**config.mk**
```make
export PLATFORM = sky130hd
export DESIGN_NAME = boot_memory_map_tally
export DESIGN_NICKNAME = d
export VERILOG_FILES = /design/src/hdl/bmmt_pkg.sv /design/src/hdl/bmmt_walk.sv /design/src/hdl/bmmt_queue.sv /design/src/hdl/boot_memory_map_tally.sv
export SDC_FILE = /design/constraint.sdc
export NUM_CORES = 1
export LEC_CHECK = 0
export BUFFER_PORTS_ARGS = -buffer_cell sky130_fd_sc_hd__buf_2
export CAP_MARGIN = 10
export CORE_UTILIZATION = 40
export CTS_CLUSTER_SIZE = 14
export DETAILED_ROUTE_END_ITERATION = 8
export PLACE_DENSITY = 0.53
export SLEW_MARGIN = 20
export SYNTH_ARGS = -nofsm -noshare
export SYNTH_HDL_FRONTEND = slang
export SYNTH_SLANG_ARGS = --single-unit
```
**constraint.sdc**
```tcl
create_clock -name clk -period 12.8 [get_ports clk]
set_clock_uncertainty 0.2 [all_clocks]
set_input_delay 0.64 -clock clk [delete_from_list [all_inputs] [get_ports clk]]
set_output_delay 0.64 -clock clk [all_outputs]
set_load 0.02 [all_outputs]
```
**src/hdl/bmmt_pkg.sv**
```systemverilog
// Package for boot_memory_map_tally: phase codes, status codes, constants.
// No dependencies.
package bmmt_pkg;

	localparam logic [31:0] BOOT_MAGIC = 32'h36D7_6289;
	localparam logic [31:0] TAG_END    = 32'd0;
	localparam logic [31:0] TAG_MMAP   = 32'd6;
	localparam logic [31:0] ENTRY_MIN  = 32'd24;
	localparam int          QUEUE_DEPTH = 2;

	localparam logic [3:0] PH_IDLE      = 4'd0;
	localparam logic [3:0] PH_HEADER    = 4'd1;
	localparam logic [3:0] PH_TAG_TYPE  = 4'd2;
	localparam logic [3:0] PH_TAG_SIZE  = 4'd3;
	localparam logic [3:0] PH_MAP_ESIZE = 4'd4;
	localparam logic [3:0] PH_MAP_EVER  = 4'd5;
	localparam logic [3:0] PH_ENTRY     = 4'd6;
	localparam logic [3:0] PH_SKIP      = 4'd7;
	localparam logic [3:0] PH_DONE      = 4'd8;
	localparam logic [3:0] PH_REJECT    = 4'd9;
	localparam logic [3:0] PH_BAD       = 4'd10;

	localparam logic [2:0] ST_IDLE    = 3'd0;
	localparam logic [2:0] ST_WALK    = 3'd1;
	localparam logic [2:0] ST_DONE    = 3'd2;
	localparam logic [2:0] ST_REJECT  = 3'd3;
	localparam logic [2:0] ST_BAD     = 3'd4;

	localparam logic REG_MAGIC   = 1'b0;
	localparam logic REG_PRESENT = 1'b1;

	// one tally snapshot, also the queue payload
	typedef struct packed {
		logic [31:0] mem_total;
		logic [31:0] mem_usable;
		logic [31:0] entry_count;
		logic [2:0]  walk_status;
	} tally_t;

	function automatic logic [2:0] status_of(input logic [3:0] ph);
		logic [2:0] s;
		case (ph)
			PH_IDLE:   s = ST_IDLE;
			PH_DONE:   s = ST_DONE;
			PH_REJECT: s = ST_REJECT;
			PH_BAD:    s = ST_BAD;
			default:   s = ST_WALK;
		endcase
		return s;
	endfunction

endpackage

```
**src/hdl/bmmt_walk.sv**
```systemverilog
// Front part: walks tags and entries, one word per beat, and keeps the tallies.
// Depends on bmmt_pkg.
module bmmt_walk import bmmt_pkg::*; (
	input  logic        clk,
	input  logic        arst_n,
	input  logic        take,
	input  logic [31:0] data_word,
	input  logic        first_word,
	input  logic [31:0] loader_magic,
	input  logic        info_present,
	output tally_t      tally
);

	logic [3:0]  phase_q, ph;
	logic [31:0] pos_q, pos;
	logic [31:0] end_q, end_d;
	logic        map_q, map_d;
	logic [31:0] left_q, left;
	logic [31:0] stride_q, stride_d;
	logic [31:0] off_q, off;
	logic [31:0] low_q, low_d;
	logic [31:0] kib_q, kib_d;
	logic [31:0] pad_q, pad_d;
	logic [31:0] tot_q, tot_d, use_q, use_d, cnt_q, cnt_d;
	logic [31:0] w, alg, ml;
	logic        room;

	assign w = data_word;
	assign alg = (w + 32'd7) & ~32'd7;

	// next-state walk
	always_comb begin
		ph = phase_q; pos = pos_q; end_d = end_q; map_d = map_q; left = left_q;
		stride_d = stride_q; off = off_q; low_d = low_q; kib_d = kib_q;
		pad_d = pad_q; tot_d = tot_q; use_d = use_q; cnt_d = cnt_q;
		ml = 32'd0; room = 1'b0;
		if (first_word) begin
			if (loader_magic != BOOT_MAGIC || !info_present) begin
				ph = PH_REJECT;
			end else begin
				end_d = w; pos = 32'd4; ph = PH_HEADER;
			end
		end else if (phase_q >= PH_HEADER && phase_q <= PH_SKIP) begin
			pos = pos_q + 32'd4;
			room = ({1'b0, pos} + 33'd8) <= {1'b0, end_q};
			if (phase_q != PH_HEADER && phase_q != PH_TAG_TYPE &&
					phase_q != PH_TAG_SIZE)
				left = (left_q >= 32'd4) ? left_q - 32'd4 : 32'd0;
			ml = (left > pad_q) ? left - pad_q : 32'd0;
			case (phase_q)
				PH_HEADER: ph = room ? PH_TAG_TYPE : PH_DONE;
				PH_TAG_TYPE: begin
					if (w == TAG_END) ph = PH_DONE;
					else begin
						map_d = (w == TAG_MMAP); ph = PH_TAG_SIZE;
					end
				end
				PH_TAG_SIZE: begin
					if (alg == 32'd0 || (map_q && w < 32'd16)) ph = PH_BAD;
					else begin
						left = alg - 32'd8;
						if (map_q) begin
							pad_d = alg - w; ph = PH_MAP_ESIZE;
						end else if (left == 32'd0) ph = room ? PH_TAG_TYPE : PH_DONE;
						else ph = PH_SKIP;
					end
				end
				PH_MAP_ESIZE: begin
					if (w < ENTRY_MIN || w[1:0] != 2'b00) ph = PH_BAD;
					else begin
						stride_d = w; ph = PH_MAP_EVER;
					end
				end
				PH_MAP_EVER: begin
					if (ml == 32'd0) begin
						if (left == 32'd0) ph = room ? PH_TAG_TYPE : PH_DONE;
						else ph = PH_SKIP;
					end else if (ml < ENTRY_MIN) ph = PH_BAD;
					else begin
						off = 32'd0; ph = PH_ENTRY;
					end
				end
				PH_ENTRY: begin
					if (off_q == 32'd8) low_d = w;
					else if (off_q == 32'd12) begin
						kib_d = (w[31:10] != 22'd0) ? 32'hFFFF_FFFF :
							{w[9:0], low_q[31:10]};
					end else if (off_q == 32'd16) begin
						tot_d = tot_q + kib_q;
						if (w == 32'd1) use_d = use_q + kib_q;
						cnt_d = cnt_q + 32'd1;
					end
					off = off_q + 32'd4;
					if ((off >= ENTRY_MIN && ml == 32'd0) ||
							(off == stride_q && ml == 32'd0)) begin
						if (left == 32'd0) ph = room ? PH_TAG_TYPE : PH_DONE;
						else ph = PH_SKIP;
					end else if (off == stride_q) begin
						if (ml < ENTRY_MIN) ph = PH_BAD;
						else off = 32'd0;
					end
				end
				default: begin
					if (left == 32'd0) ph = room ? PH_TAG_TYPE : PH_DONE;
				end
			endcase
		end
	end

	// commit on each accepted beat
	always_ff @(posedge clk or negedge arst_n) begin
		if (!arst_n) begin
			phase_q <= PH_IDLE; pos_q <= '0; end_q <= '0; map_q <= 1'b0;
			left_q <= '0; stride_q <= '0; off_q <= '0; low_q <= '0;
			kib_q <= '0; pad_q <= '0; tot_q <= '0; use_q <= '0; cnt_q <= '0;
		end else if (take) begin
			phase_q <= ph; pos_q <= pos; end_q <= end_d; map_q <= map_d;
			left_q <= left; stride_q <= stride_d; off_q <= off; low_q <= low_d;
			kib_q <= kib_d; pad_q <= pad_d; tot_q <= tot_d; use_q <= use_d;
			cnt_q <= cnt_d;
		end
	end

	assign tally = '{mem_total: tot_d, mem_usable: use_d, entry_count: cnt_d,
		walk_status: status_of(ph)};

	a_cnt_step: assert property (@(posedge clk) disable iff (!arst_n)
		take |=> (cnt_q == $past(cnt_q) || cnt_q == $past(cnt_q) + 32'd1))
		else $error("entry count jumped");
	a_reject: assert property (@(posedge clk) disable iff (!arst_n)
		(take && first_word && loader_magic != BOOT_MAGIC) |=> phase_q == PH_REJECT)
		else $error("bad magic not rejected");
	a_hold: assert property (@(posedge clk) disable iff (!arst_n)
		!take |=> $stable(tot_q) && $stable(phase_q))
		else $error("state moved without a beat");

endmodule

```
**src/hdl/bmmt_queue.sv**
```systemverilog
// Back part: short result queue between the walker and the output channel.
// Depends on bmmt_pkg.
module bmmt_queue import bmmt_pkg::*; #(
	parameter int DEPTH = QUEUE_DEPTH
) (
	input  logic   clk,
	input  logic   arst_n,
	input  logic   push,
	input  tally_t push_data,
	output logic   full,
	output logic   out_valid,
	input  logic   out_stall,
	output tally_t out_data
);

	localparam int AW = (DEPTH > 1) ? $clog2(DEPTH) : 1;

	tally_t          mem_q [DEPTH];
	logic [AW-1:0]   wr_q, rd_q;
	logic [AW:0]     cnt_q;
	logic            pop;

	assign pop = out_valid && !out_stall;
	assign out_valid = (cnt_q != '0);
	assign full = (cnt_q == (AW+1)'(DEPTH));
	assign out_data = mem_q[rd_q];

	// store the entry
	always_ff @(posedge clk) begin
		if (push) mem_q[wr_q] <= push_data;
	end

	// advance pointers and fill count
	always_ff @(posedge clk or negedge arst_n) begin
		if (!arst_n) begin
			wr_q <= '0; rd_q <= '0; cnt_q <= '0;
		end else begin
			if (push) wr_q <= (wr_q == AW'(DEPTH-1)) ? '0 : wr_q + 1'b1;
			if (pop) rd_q <= (rd_q == AW'(DEPTH-1)) ? '0 : rd_q + 1'b1;
			cnt_q <= cnt_q + (AW+1)'(push) - (AW+1)'(pop);
		end
	end

	a_no_over: assert property (@(posedge clk) disable iff (!arst_n)
		!(push && full)) else $error("queue overflow");
	a_count: assert property (@(posedge clk) disable iff (!arst_n)
		cnt_q <= (AW+1)'(DEPTH)) else $error("fill count out of range");
	a_pop: assert property (@(posedge clk) disable iff (!arst_n)
		(pop && !push) |=> cnt_q == $past(cnt_q) - 1'b1) else $error("pop lost");

endmodule

```
**src/hdl/boot_memory_map_tally.sv**
```systemverilog
// Top level: boot memory map tally, walker front part plus result queue.
// Depends on bmmt_pkg, bmmt_walk, bmmt_queue.
//
//  channel | handshake            | payload
//  in      | in_valid / in_stall  | data_word, first_word
//  out     | out_valid / out_stall| mem_total, mem_usable, entry_count, walk_status
//  cfg     | cfg_valid / cfg_ready| cfg_index, cfg_data
//
// One word per cycle while in_stall is low; each accepted word yields one result
// in a queue DEPTH deep (two by default) behind older ones. The walker takes a word
// whenever the queue has room, so in_stall rises only when the queue is full.
// Reset clears tallies, walk phase and registers; config is always ready.
module boot_memory_map_tally import bmmt_pkg::*; #(
	parameter int DEPTH = QUEUE_DEPTH
) (
	input  logic        clk,
	input  logic        arst_n,
	input  logic        in_valid,
	output logic        in_stall,
	input  logic [31:0] data_word,
	input  logic        first_word,
	output logic        out_valid,
	input  logic        out_stall,
	output logic [31:0] mem_total,
	output logic [31:0] mem_usable,
	output logic [31:0] entry_count,
	output logic [2:0]  walk_status,
	input  logic        cfg_valid,
	output logic        cfg_ready,
	input  logic        cfg_index,
	input  logic [31:0] cfg_data
);

	logic [31:0] magic_q;
	logic        present_q;
	logic        full, take;
	tally_t      next_tally, head;

	assign cfg_ready = 1'b1;
	assign in_stall = full;
	assign take = in_valid && !full;

	// config registers
	always_ff @(posedge clk or negedge arst_n) begin
		if (!arst_n) begin
			magic_q <= '0; present_q <= 1'b0;
		end else if (cfg_valid) begin
			case (cfg_index)
				REG_MAGIC:   magic_q <= cfg_data;
				REG_PRESENT: present_q <= cfg_data[0];
				default:     ;
			endcase
		end
	end

	bmmt_walk u_walk (
		.clk(clk), .arst_n(arst_n), .take(take), .data_word(data_word),
		.first_word(first_word), .loader_magic(magic_q),
		.info_present(present_q), .tally(next_tally)
	);

	bmmt_queue #(.DEPTH(DEPTH)) u_queue (
		.clk(clk), .arst_n(arst_n), .push(take), .push_data(next_tally),
		.full(full), .out_valid(out_valid), .out_stall(out_stall), .out_data(head)
	);

	assign mem_total = head.mem_total;
	assign mem_usable = head.mem_usable;
	assign entry_count = head.entry_count;
	assign walk_status = head.walk_status;

endmodule
```
# == After elaboration in Yosys (flattened, before gate mapping) ==
# Memories as Yosys holds them, arrays and structs flattened.
# Index checks and enable logic that the tools add are counted.
# word_totals
register_bits,394
latchBits,0
ramBits,198
rom_bits,0
in_bits,71
elab_cells,168
mem_count,1
# classes
n_addsub,15
multipliers,0
n_div,0
order_cmp,9
n_eq_ne,23
n_shift,0
n_mux,58
bitwise_logic,7
n_reduce_logical,37
# mem_list
name,depth,word_bits,read_ports,rd_ports_with_merged_regs,wr,line,text
u_queue.mem_q,2,99,1,0,1,bmmt_queue.sv:18,tally_t mem_q [DEPTH];
# op_table
cell,n
$mux W32,35
$logic_not A32 Y1,5
$add A32 B3 Y32 const B,3
$lt A32 B5 Y1 const B,3
$add A32 B32 Y32,2
$eq A32 B4 Y1 const B,2
$mux W4,16
$pmux W32 S2,1
$sub A32 B32 Y32,2
$add A32 B4 Y33 const B,1
$le A33 B32 Y1,1
$add A32 B1 Y32 const B,1
$eq A32 B1 Y1 const B,1
$eq A32 B3 Y1 const B,1
$eq A32 B32 Y1,1
$eq A32 B5 Y1 const B,1
$ge A32 B3 Y1 const B,1
$ge A32 B5 Y1 const B,1
$gt A32 B32 Y1,1
$ne A32 B30 Y1 const B,1
$sub A32 B3 Y32 const B,1
$sub A32 B4 Y32 const B,1
$pmux W4 S6,1
$reduce_bool A22 Y1,1
other kinds (25),65

# == Longest topological paths before layout ==
# Gate-level depths: netlist of run 1.
# logic_depth
ltp_word,17
mapped_depth,29
mapped_depth_nobuf,27

# == Modules after synthesis ==
# From an unflattened synthesis of run 1, not the netlist that was laid out.
# hier_totals
hier_cells,4126
hier_area_um2,38510.7
# by_module_without_submodules
module,n_inst,cells_each,area_each_um2
bmmt_walk,1,3725,29246.8
bmmt_queue,1,326,7847.5
boot_memory_map_tally,1,75,1416.4

# == Worst setup path after synthesis of run 1 ==
# Ideal clock, no wire load.
# synth_timing
path_type,flip-flop to flip-flop
start,reg u_walk.left_q[20]
end,mem u_queue.mem_q[0][0] (netlist bit) (data pin)
setup_time_ns,0.267
arrival_time_ns,5.763
required_time_ns,12.333
path_slack_ns,6.570
stages_incl_launch_ff,24
n_path_buf,2
period_less_slack_ns,6.230
path_cell_list,dfrtp_1 -> or4_4 -> or3_4 -> nor3_2 -> and2_1 -> clkbuf_1 -> clkbuf_1 -> nand2b_1 -> ha_1 -> inv_1 -> fa_1 -> a211oi_2 -> o41ai_1 -> a21oi_1 -> o21ai_0 -> xor2_1 -> or4b_1 -> nor4_1 -> and4_1 -> a21o_1 -> nand3_1 -> a2111oi_2 -> a21oi_1 -> a2111o_1
# synth_rtl
element,line,text
"start, declared",bmmt_walk.sv:18,"logic [31:0] left_q, left;"
"start signal, assigned",bmmt_walk.sv:114,left_q <= '0; stride_q <= '0; off_q <= '0; low_q <= '0;
"start signal, assigned",bmmt_walk.sv:118,left_q <= left; stride_q <= stride_d; off_q <= off; low_q <= low_d;
"end, declared",bmmt_queue.sv:18,

==> flow_summary_export.csv, run 1 <==
group,metric,value,unit
outcome,outcome,"complete, no violations",
critical_path,worst_setup_path_start_kind,"flop",
critical_path,slowest_stage,"nor2_1",
critical_path,cp_top_family,"simple AND/OR/NAND/NOR gates",
synthesis,synthMuxAreaShare,0.0607,
sta,whs,0.0489,ns
critical_path,path_cells,"nor2_1, o211ai_1, nor3_2, and2_1, buf_4, nand2b_1, ha_1, inv_1, fa_1, a211oi_2, o41ai_1, a21oi_1, o21ai_0, xor2_1, or4b_1, nor4_1, and4_1, a21o_1, nand3_1, a2111oi_2, a21oi_1, a2111o_1",
critical_path,crit_cells,22,
final_layout,drive_gt1_frac,0.140,
synthesis,synthTopCellsByArea,"dfrtp_1 26%, edfxtp_1 16%, ha_1 5.7%, mux2_2 5.6%, nand2_1 5.2%",
sta,max_freq,126,MHz
final_layout,fin_nets,4352,
clock_network,cts_setup_buffers,0,
global_routing,grt_max_degree,139,
sta,tightestPinTransition,1.10,ns
critical_path,rr_endpoint,"u_queue.mem_q[1][0]",
route,ant_nets,0,
global_routing,antenna_found_initial,9,
route,vias_per_cell,5.61,
place,postPlaceCellArea,0.0388,mm2
route,drc_errors,0,
synthesis,syn_nets,4290,
synthesis,synth_top_family_by_area,"simple AND/OR/NAND/NOR gates",
critical_path,crit_arrival,8.08,ns
floorplan,io_pins,173,
place,post-dp-hpwl,81100,um
pwr,power_density,179,mW/mm2
synthesis,yosys.area_share.simple,0.196,
synthesis,netlist_instances,4047,
synthesis,yosysWarningCount,0,
critical_path,critical_path.max_stage_delay,0.69,ns
synthesis,ys_seq_area_frac,0.418,
critical_path,cp-end-kind,"flop",
global_routing,overflow,0,
clock_network,clockBufferDepth,3,
sta,finalSetupTns,0,ns
hold_path,min_path_cells,2,
sta,hold_viol,0,
floorplan,die_w,306,um
floorplan,rows,111,
sta,slew_viol_final,0,
final_layout,syn_to_final_growth,11.5,%
route,num_vias,30000,
global_routing,first_global_vias,29000,
synthesis,synth_top_area_share,0.257,
sta,rsz0062_at_grt,"no",
floorplan,coreArea,0.0917,mm2
clock_network,cts-buffers-inserted,70,
final_layout,largest_reg_flops,198,
critical_path,ff2ff_setup_slack,4.89,ns
critical_path,critPathMaxFanout,19,
route,drt-pass1-iter-count,5,
final_layout,fin_area,0.0412,mm2
floorplan,die_y,306,um
route,drt-initial-drc-count,2357,
hold_path,min-delay-start,"cfg_data[14]",
critical_path,cp.buffers_inverters,2,
final_layout,post-route-util,0.450,
synthesis,synth_edf_count,198,
pwr,ir_worst_vdd,0.137,mV
critical_path,critPathKind,"flop to flop",
synthesis,synthAdderAreaFrac,0.0588,
sta,period_share,0.618,
final_layout,top_register,"u_queue.mem_q",
clock_network,cts-root-buf,"clkbuf_16",
synthesis,synth_largest_area_cell,"dfrtp_1",
sta,max_slew_margin,0.260,
floorplan,die-area,0.0936,mm2
clock_network,cts.clk_slew.worst_paths,0.06,ns
sta,setup_violations,0,
sta,fin_crit,7.91,ns
synthesis,yosysUniqueCellTypes,104,
route,drt-wirelength-per-cell,20.5,um
synthesis,synth_area,0.0370,mm2
route,wirelength,110000,um
global_routing,grt_pass1_wl,172000,um
clock_network,htreeDepth,3,
clock_network,cts_tree,"done",
critical_path,timing.rr.start,"u_walk.phase_q[0]",
critical_path,cp_common_cell,"a21oi_1",
place,gp_congestion,0.938,
pwr,p_leak,0.0175,uW
floorplan,initial_utilization,0.403,
clock_network,cts_sinks,578,
run,drv_cap,0,
global_routing,gr-usage-all-layers,0.234,
critical_path,crit_required,12.97,ns
place,port-buffer-count,171,
hold_path,min_to,"magic_q[14]",
synthesis,synth_ff_type,"dfrtp_1",
hold_path,hold_path.class,"primary input to flop",
clock_network,insertion_delay,0.63,ns
synthesis,synth_xor_area_frac,0.0815,
synthesis,synth-seq-cells,578,
synthesis,synth_compound_area_frac,0.144,
critical_path,rr_worst_depth,22,
synthesis,avgSynthCellArea,9.13,um2
synthesis,synthArstFlopShare,0.657,
==> power breakdown <==
part	switching, uW	internal [uW]	total, uW
clock network	829	1290	2120
registers	200	2220	2420
logic	1820	1020	2840
total	2850	4530	7380
==> metal layers <==
layer / part of all wire / track usage / up-vias
li1: - / - / 14600
met1: 0.47 / 0.330 / 14600
met2: 0.46 / 0.376 / 692
met3: 0.047 / 0.0298 / 155
met4: 0.026 / 0.0643 / 4
met5: 0.00022 / 0 / -
==> area by class of cell <==
| type | count | area (um2) |
|---|---|---|
| fillers | 8946 | 50500 |
| multi-input cells | 3084 | 20000 |
| flip-flops and latches | 578 | 15500 |
| clock buffers | 91 | 1930 |
| well taps | 1186 | 1480 |
| repair buffers | 206 | 1140 |
| inverters | 169 | 634 |
| clock inverters | 36 | 503 |
| diodes | 3 | 7.51 |
==> worst max-delay path by stage <==
stage | start | to
2_1_floorplan | u_walk.left_q[20] | u_queue.mem_q[0][0]
3_3_place_gp | u_walk.phase_q[0] | u_queue.mem_q[0][0]
3_5_place_dp | u_walk.phase_q[0] | u_queue.mem_q[1][0]
4_1_cts | u_walk.phase_q[0] | u_queue.mem_q[1][0]
5_1_grt | u_walk.phase_q[0] | u_queue.mem_q[0][2]
6_report | u_walk.phase_q[0] | u_queue.mem_q[1][0]
==> worst register-to-register path, cell delays in order (launching register included) <==
cell	delay, ns
dfrtp_1	0.51
nor2_1	0.69
o211ai_1	0.41
nor3_2	0.36
and2_1	0.68
buf_4	0.34
nand2b_1	0.13
ha_1	0.16
inv_1	0.05
fa_1	0.42
a211oi_2	0.42
o41ai_1	0.12
a21oi_1	0.36
o21ai_0	0.20
xor2_1	0.17
or4b_1	0.52
nor4_1	0.25
and4_1	0.37
a21o_1	0.31
nand3_1	0.13
a2111oi_2	0.30
a21oi_1	0.14
a2111o_1	0.40
==> Yosys cell counts, drive strengths merged, types with 69 or more instances <==
cell,instances
o21ai,361
nand4,69
inv,168
dfrtp,380
nor3,79
nor2,355
edfxtp,198
a21oi,211
ha,169
nand2,509
xnor2,193
clkbuf,156
xor2,151
nand3,131
mux2,185
==> metrics by stage <==
step                power [uW]  instances  worst slack [ns]
floorplan                 4410       4047              6.57
global placement          5300       5222              5.06
detailed placement        5290       5222              4.94
CTS                       7450       5350              4.91
global route              7820       5351              4.23
finish                    7380       5353              4.89
==> cell usage in the layout, fill, tap and decap left out, types with 16 or more instances in the layout <==
master / instances
o31ai_1: 39
a21oi_1: 211
mux2_2: 185
or2_2: 20
a211oi_1: 17
nand3_1: 129
or3_1: 25
xnor2_1: 193
mux2i_1: 16
dfrtp_1: 379
nor2b_1: 37
o21ai_0: 351
nand2b_1: 23
inv_1: 167
nor3_1: 75
a21o_1: 36
nand4_1: 66
and3_1: 48
ha_1: 169
nand2_1: 506
and2_1: 29
edfxtp_1: 198
o21a_1: 21
nor2_1: 350
clkbuf_16: 72
buf_4: 33
xor2_1: 151
a31oi_1: 39
nor4_1: 61
buf_2: 170
and4_1: 21
==> kinds of logic (layout without fill, tap and decap cells) <==
kind of cell,Yosys count,count (layout)
buffers and inverters,385,502
XOR/XNOR,344,344
adder cells (fa/ha/maj),172,172
AND/OR/NAND/NOR,1489,1489
other,1,4
multiplexers,201,201
flip-flops,578,578
AO/OA/AOI/OAI,877,877
==> repair_timing <==
action,in CTS,in global routing
hold buffers,1,0
resized for setup,0,0
endpoints found under the hold margin,57,0
Note: power is estimated with default switching activity, not from simulation.
==> run 2, diff against run 1 <==
Settings changed: ABC_AREA set to 1, PLACE_DENSITY 0.53 to 0.55.
Clock period 12.8 ns to 6.5 ns, I/O delays scaled along.
==> flow_summary_export.csv, run 2 <==
group,metric,value,unit
floorplan,io_pins,173,
final_layout,fin_nets,5896,
pwr,seqPwrFrac,0.323,
clock_network,htreeDepth,3,
clock_network,cts-root-buf,"clkbuf_16",
sta,period_share,0.935,
final_layout,nFillCells,9894,
critical_path,slowest_stage,"a21oi_1",
clock_network,cts.clk_slew.worst_paths,0.06,ns
synthesis,yosysWarningCount,0,
synthesis,synth_largest_area_cell,"dfrtp_1",
synthesis,synth_common_cells,"1,747 x nand2_1, 718 x inv_1, 523 x nor2_1",
clock_network,cts_sinks,578,
floorplan,rows,114,
synthesis,yosysUniqueCellTypes,64,
sta,tightestPinTransition,0.951,ns
synthesis,syn_nets,5686,
route,ant_nets,0,
route,drt-initial-drc-count,2986,
synthesis,synthTopCellsByArea,"dfrtp_1 24%, nand2_1 17%, edfxtp_1 15%, inv_1 6.9%, ha_1 5.4%",
route,drt-pass1-iter-count,6,
critical_path,crit_required,6.86,ns
global_routing,first_global_vias,33900,
place,port-buffer-count,171,
final_layout,final_cell_mix,"1,746 x nand2_1, 716 x inv_1, 518 x nor2_1, 378 x dfrtp_1, 355 x o21ai_0",
critical_path,cp_top_family,"simple AND/OR/NAND/NOR gates",
route,drt-wirelength-per-cell,18.2,um
final_layout,largest_reg_flops,198,
final_layout,layout.area.seq,0.0155,mm2
critical_path,cp-end-kind,"flop",
pwr,switching_share,0.437,
sta,rsz0062_at_grt,"no",
pwr,clkPwrFrac,0.246,
floorplan,die_w,314,um
critical_path,critPathMaxFanout,31,
pwr,power_density,361,mW/mm2
route,vias_per_cell,5.13,
critical_path,critPathKind,"flop to flop",
sta,max_slew_margin,0.366,
floorplan,die_y,314,um
sta,slew_viol_final,0,
final_layout,instances_no_fill,6990,
floorplan,coreArea,0.0966,mm2
final_layout,layout_commonest_cell,"nand2_1",
critical_path,cp.buffers_inverters,4,
final_layout,multi_input_comb_area,0.0201,mm2
sta,max_freq,164,MHz
floorplan,initial_utilization,0.403,
critical_path,cp_common_cell,"nand3_1",
synthesis,netlist_instances,5443,
global_routing,antenna_found_initial,10,
place,place_inst,6788,
sta,finalSetupTns,0,ns
synthesis,synthArstFlopShare,0.657,
route,num_vias,35800,
synthesis,synth_area,0.0389,mm2
route,wirelength,127000,um
synthesis,synth_top_area_share,0.244,
route,drc_errors,0,
sta,setup_violations,0,
run,drv_cap,0,
final_layout,top_register,"u_queue.mem_q",
pwr,p_int,8970,uW
pwr,p_leak,0.0210,uW
final_layout,drive_gt1_frac,0.0893,
critical_path,worst_setup_path_start_kind,"flop",
global_routing,gr-usage-all-layers,0.255,
outcome,outcome,"complete, no violations",
clock_network,insertion_delay,0.63,ns
global_routing,grt_max_degree,140,
sta,hold_viol,0,
synthesis,synth_edf_count,198,
synthesis,synth-seq-cells,578,
global_routing,overflow,0,
synthesis,avgSynthCellArea,7.16,um2
critical_path,critical_path.max_stage_delay,0.60,ns
clock_network,cts-buffers-inserted,70,
synthesis,synth_ff_type,"dfrtp_1",
synthesis,ys_seq_area_frac,0.397,
sta,fin_crit,6.08,ns
critical_path,crit_arrival,6.44,ns
final_layout,syn_to_final_growth,13.4,%
hold_path,hold_path.class,"primary input to async pin",
pwr,combPwrFrac,0.432,
pwr,switchingPower,6960,uW
place,post-dp-hpwl,97400,um
pwr,power,15900,uW
floorplan,die-area,0.0986,mm2
pwr,ir_worst_vdd,0.229,mV
clock_network,clockBufferDepth,3,
clock_network,cts_tree,"done",
place,gp_congestion,1.01,
synthesis,synth_most_common_cell,"nand2_1",
global_routing,grt_pass1_wl,196000,um
-- run 2: through the flow --
| step | area, um2 | utilization | worst slack [ns] | hold slack, ns |
|---|---|---|---|---|
| final | 44200 | 0.457 | 0.421 | 0.0415 |
| after global routing | 44200 | 0.457 | 0.0233 | 0.0453 |
| after CTS | 44100 | 0.457 | 0.301 | 0.00311 |
| after detailed placement | 41200 | 0.426 | 0.715 | 0.157 |
| after global placement | 41200 | 0.426 | 0.753 | 0.165 |
| after floorplan | 38900 | - | 0.590 | -0.171 |
-- run 2: kinds of logic (layout without fill, tap and decap cells) --
family / after synthesis / count (layout) / synth area share
AND/OR/NAND/NOR: 2850 / 2850 / 0.307
buffers and inverters: 889 / 1156 / 0.0876
AO/OA/AOI/OAI: 743 / 743 / 0.104
flip-flops: 578 / 578 / 0.397
XOR/XNOR: 183 / 183 / 0.0413
adder cells (fa/ha/maj): 172 / 172 / 0.0558
multiplexers: 27 / 27 / 0.00777
other: 1 / 5 / 0.0000963
-- run 2: layer usage --
layer | up-vias | track usage | part of all wire
met5 | - | 0 | 0.00037
met2 | 987 | 0.415 | 0.46
met1 | 16700 | 0.346 | 0.45
li1 | 18000 | - | -
met3 | 189 | 0.0362 | 0.059
met4 | 8 | 0.0912 | 0.032
-- run 2: power groups by stage --
| stage | Sequential (uW) | Clock (uW) | Combinational [uW] |
|---|---|---|---|
| 2_1_floorplan | 5090 | 0 | 4740 |
| 3_3_place_gp | 5190 | 0 | 6800 |
| 3_5_place_dp | 5200 | 0 | 6800 |
| 4_1_cts | 5140 | 4030 | 6870 |
| 5_1_grt | 5220 | 4180 | 7670 |
| 6_report | 5140 | 3920 | 6870 |
-- run 2: cell type report --
| class | instances | share of cell area |
|---|---|---|
| antenna | 4 | 0.000227 |
| clock buffer | 98 | 0.0441 |
| clock inverter | 31 | 0.00756 |
| inverter | 759 | 0.0646 |
| multi-input combinational | 3976 | 0.456 |
| sequential | 578 | 0.350 |
| tap | 1276 | 0.0361 |
| timing repair buffer | 268 | 0.0413 |
-- run 2: final timing paths --
kind                                        from                end  slack [ns]  cells past startpoint
max in group asynchronous                 arst_n   u_walk.pad_q[20]        4.68                      3
worst max register to register  u_walk.left_q[2]  u_walk.phase_q[3]        0.42                     30
worst max-delay path            u_walk.left_q[2]  u_walk.phase_q[3]        0.42                     30
min in group clk                    data_word[1]       u_walk.map_q        0.06                      4
worst min register to register  u_walk.low_q[24]   u_walk.low_q[24]        0.28                      2
worst min-delay path                      arst_n   u_walk.cnt_q[13]        0.04                      2
-- run 2: timing repair --
item / CTS / global route
hold buffers: 67 / 0
resized for setup: 0 / 3
endpoints found under the setup margin: 0 / 1
endpoints found under the hold margin: 149 / 0
buffers inserted: 0 / 2
-- run 2: worst reg2reg max path: cells and delay by family, from the launching register on --
family	cells	cell delay (ns)
simple gates	21	2.91
fa+ha+maj	3	0.86
buf+inv	4	0.85
compound gates	1	0.60
flops	1	0.41
xor+xnor	1	0.18
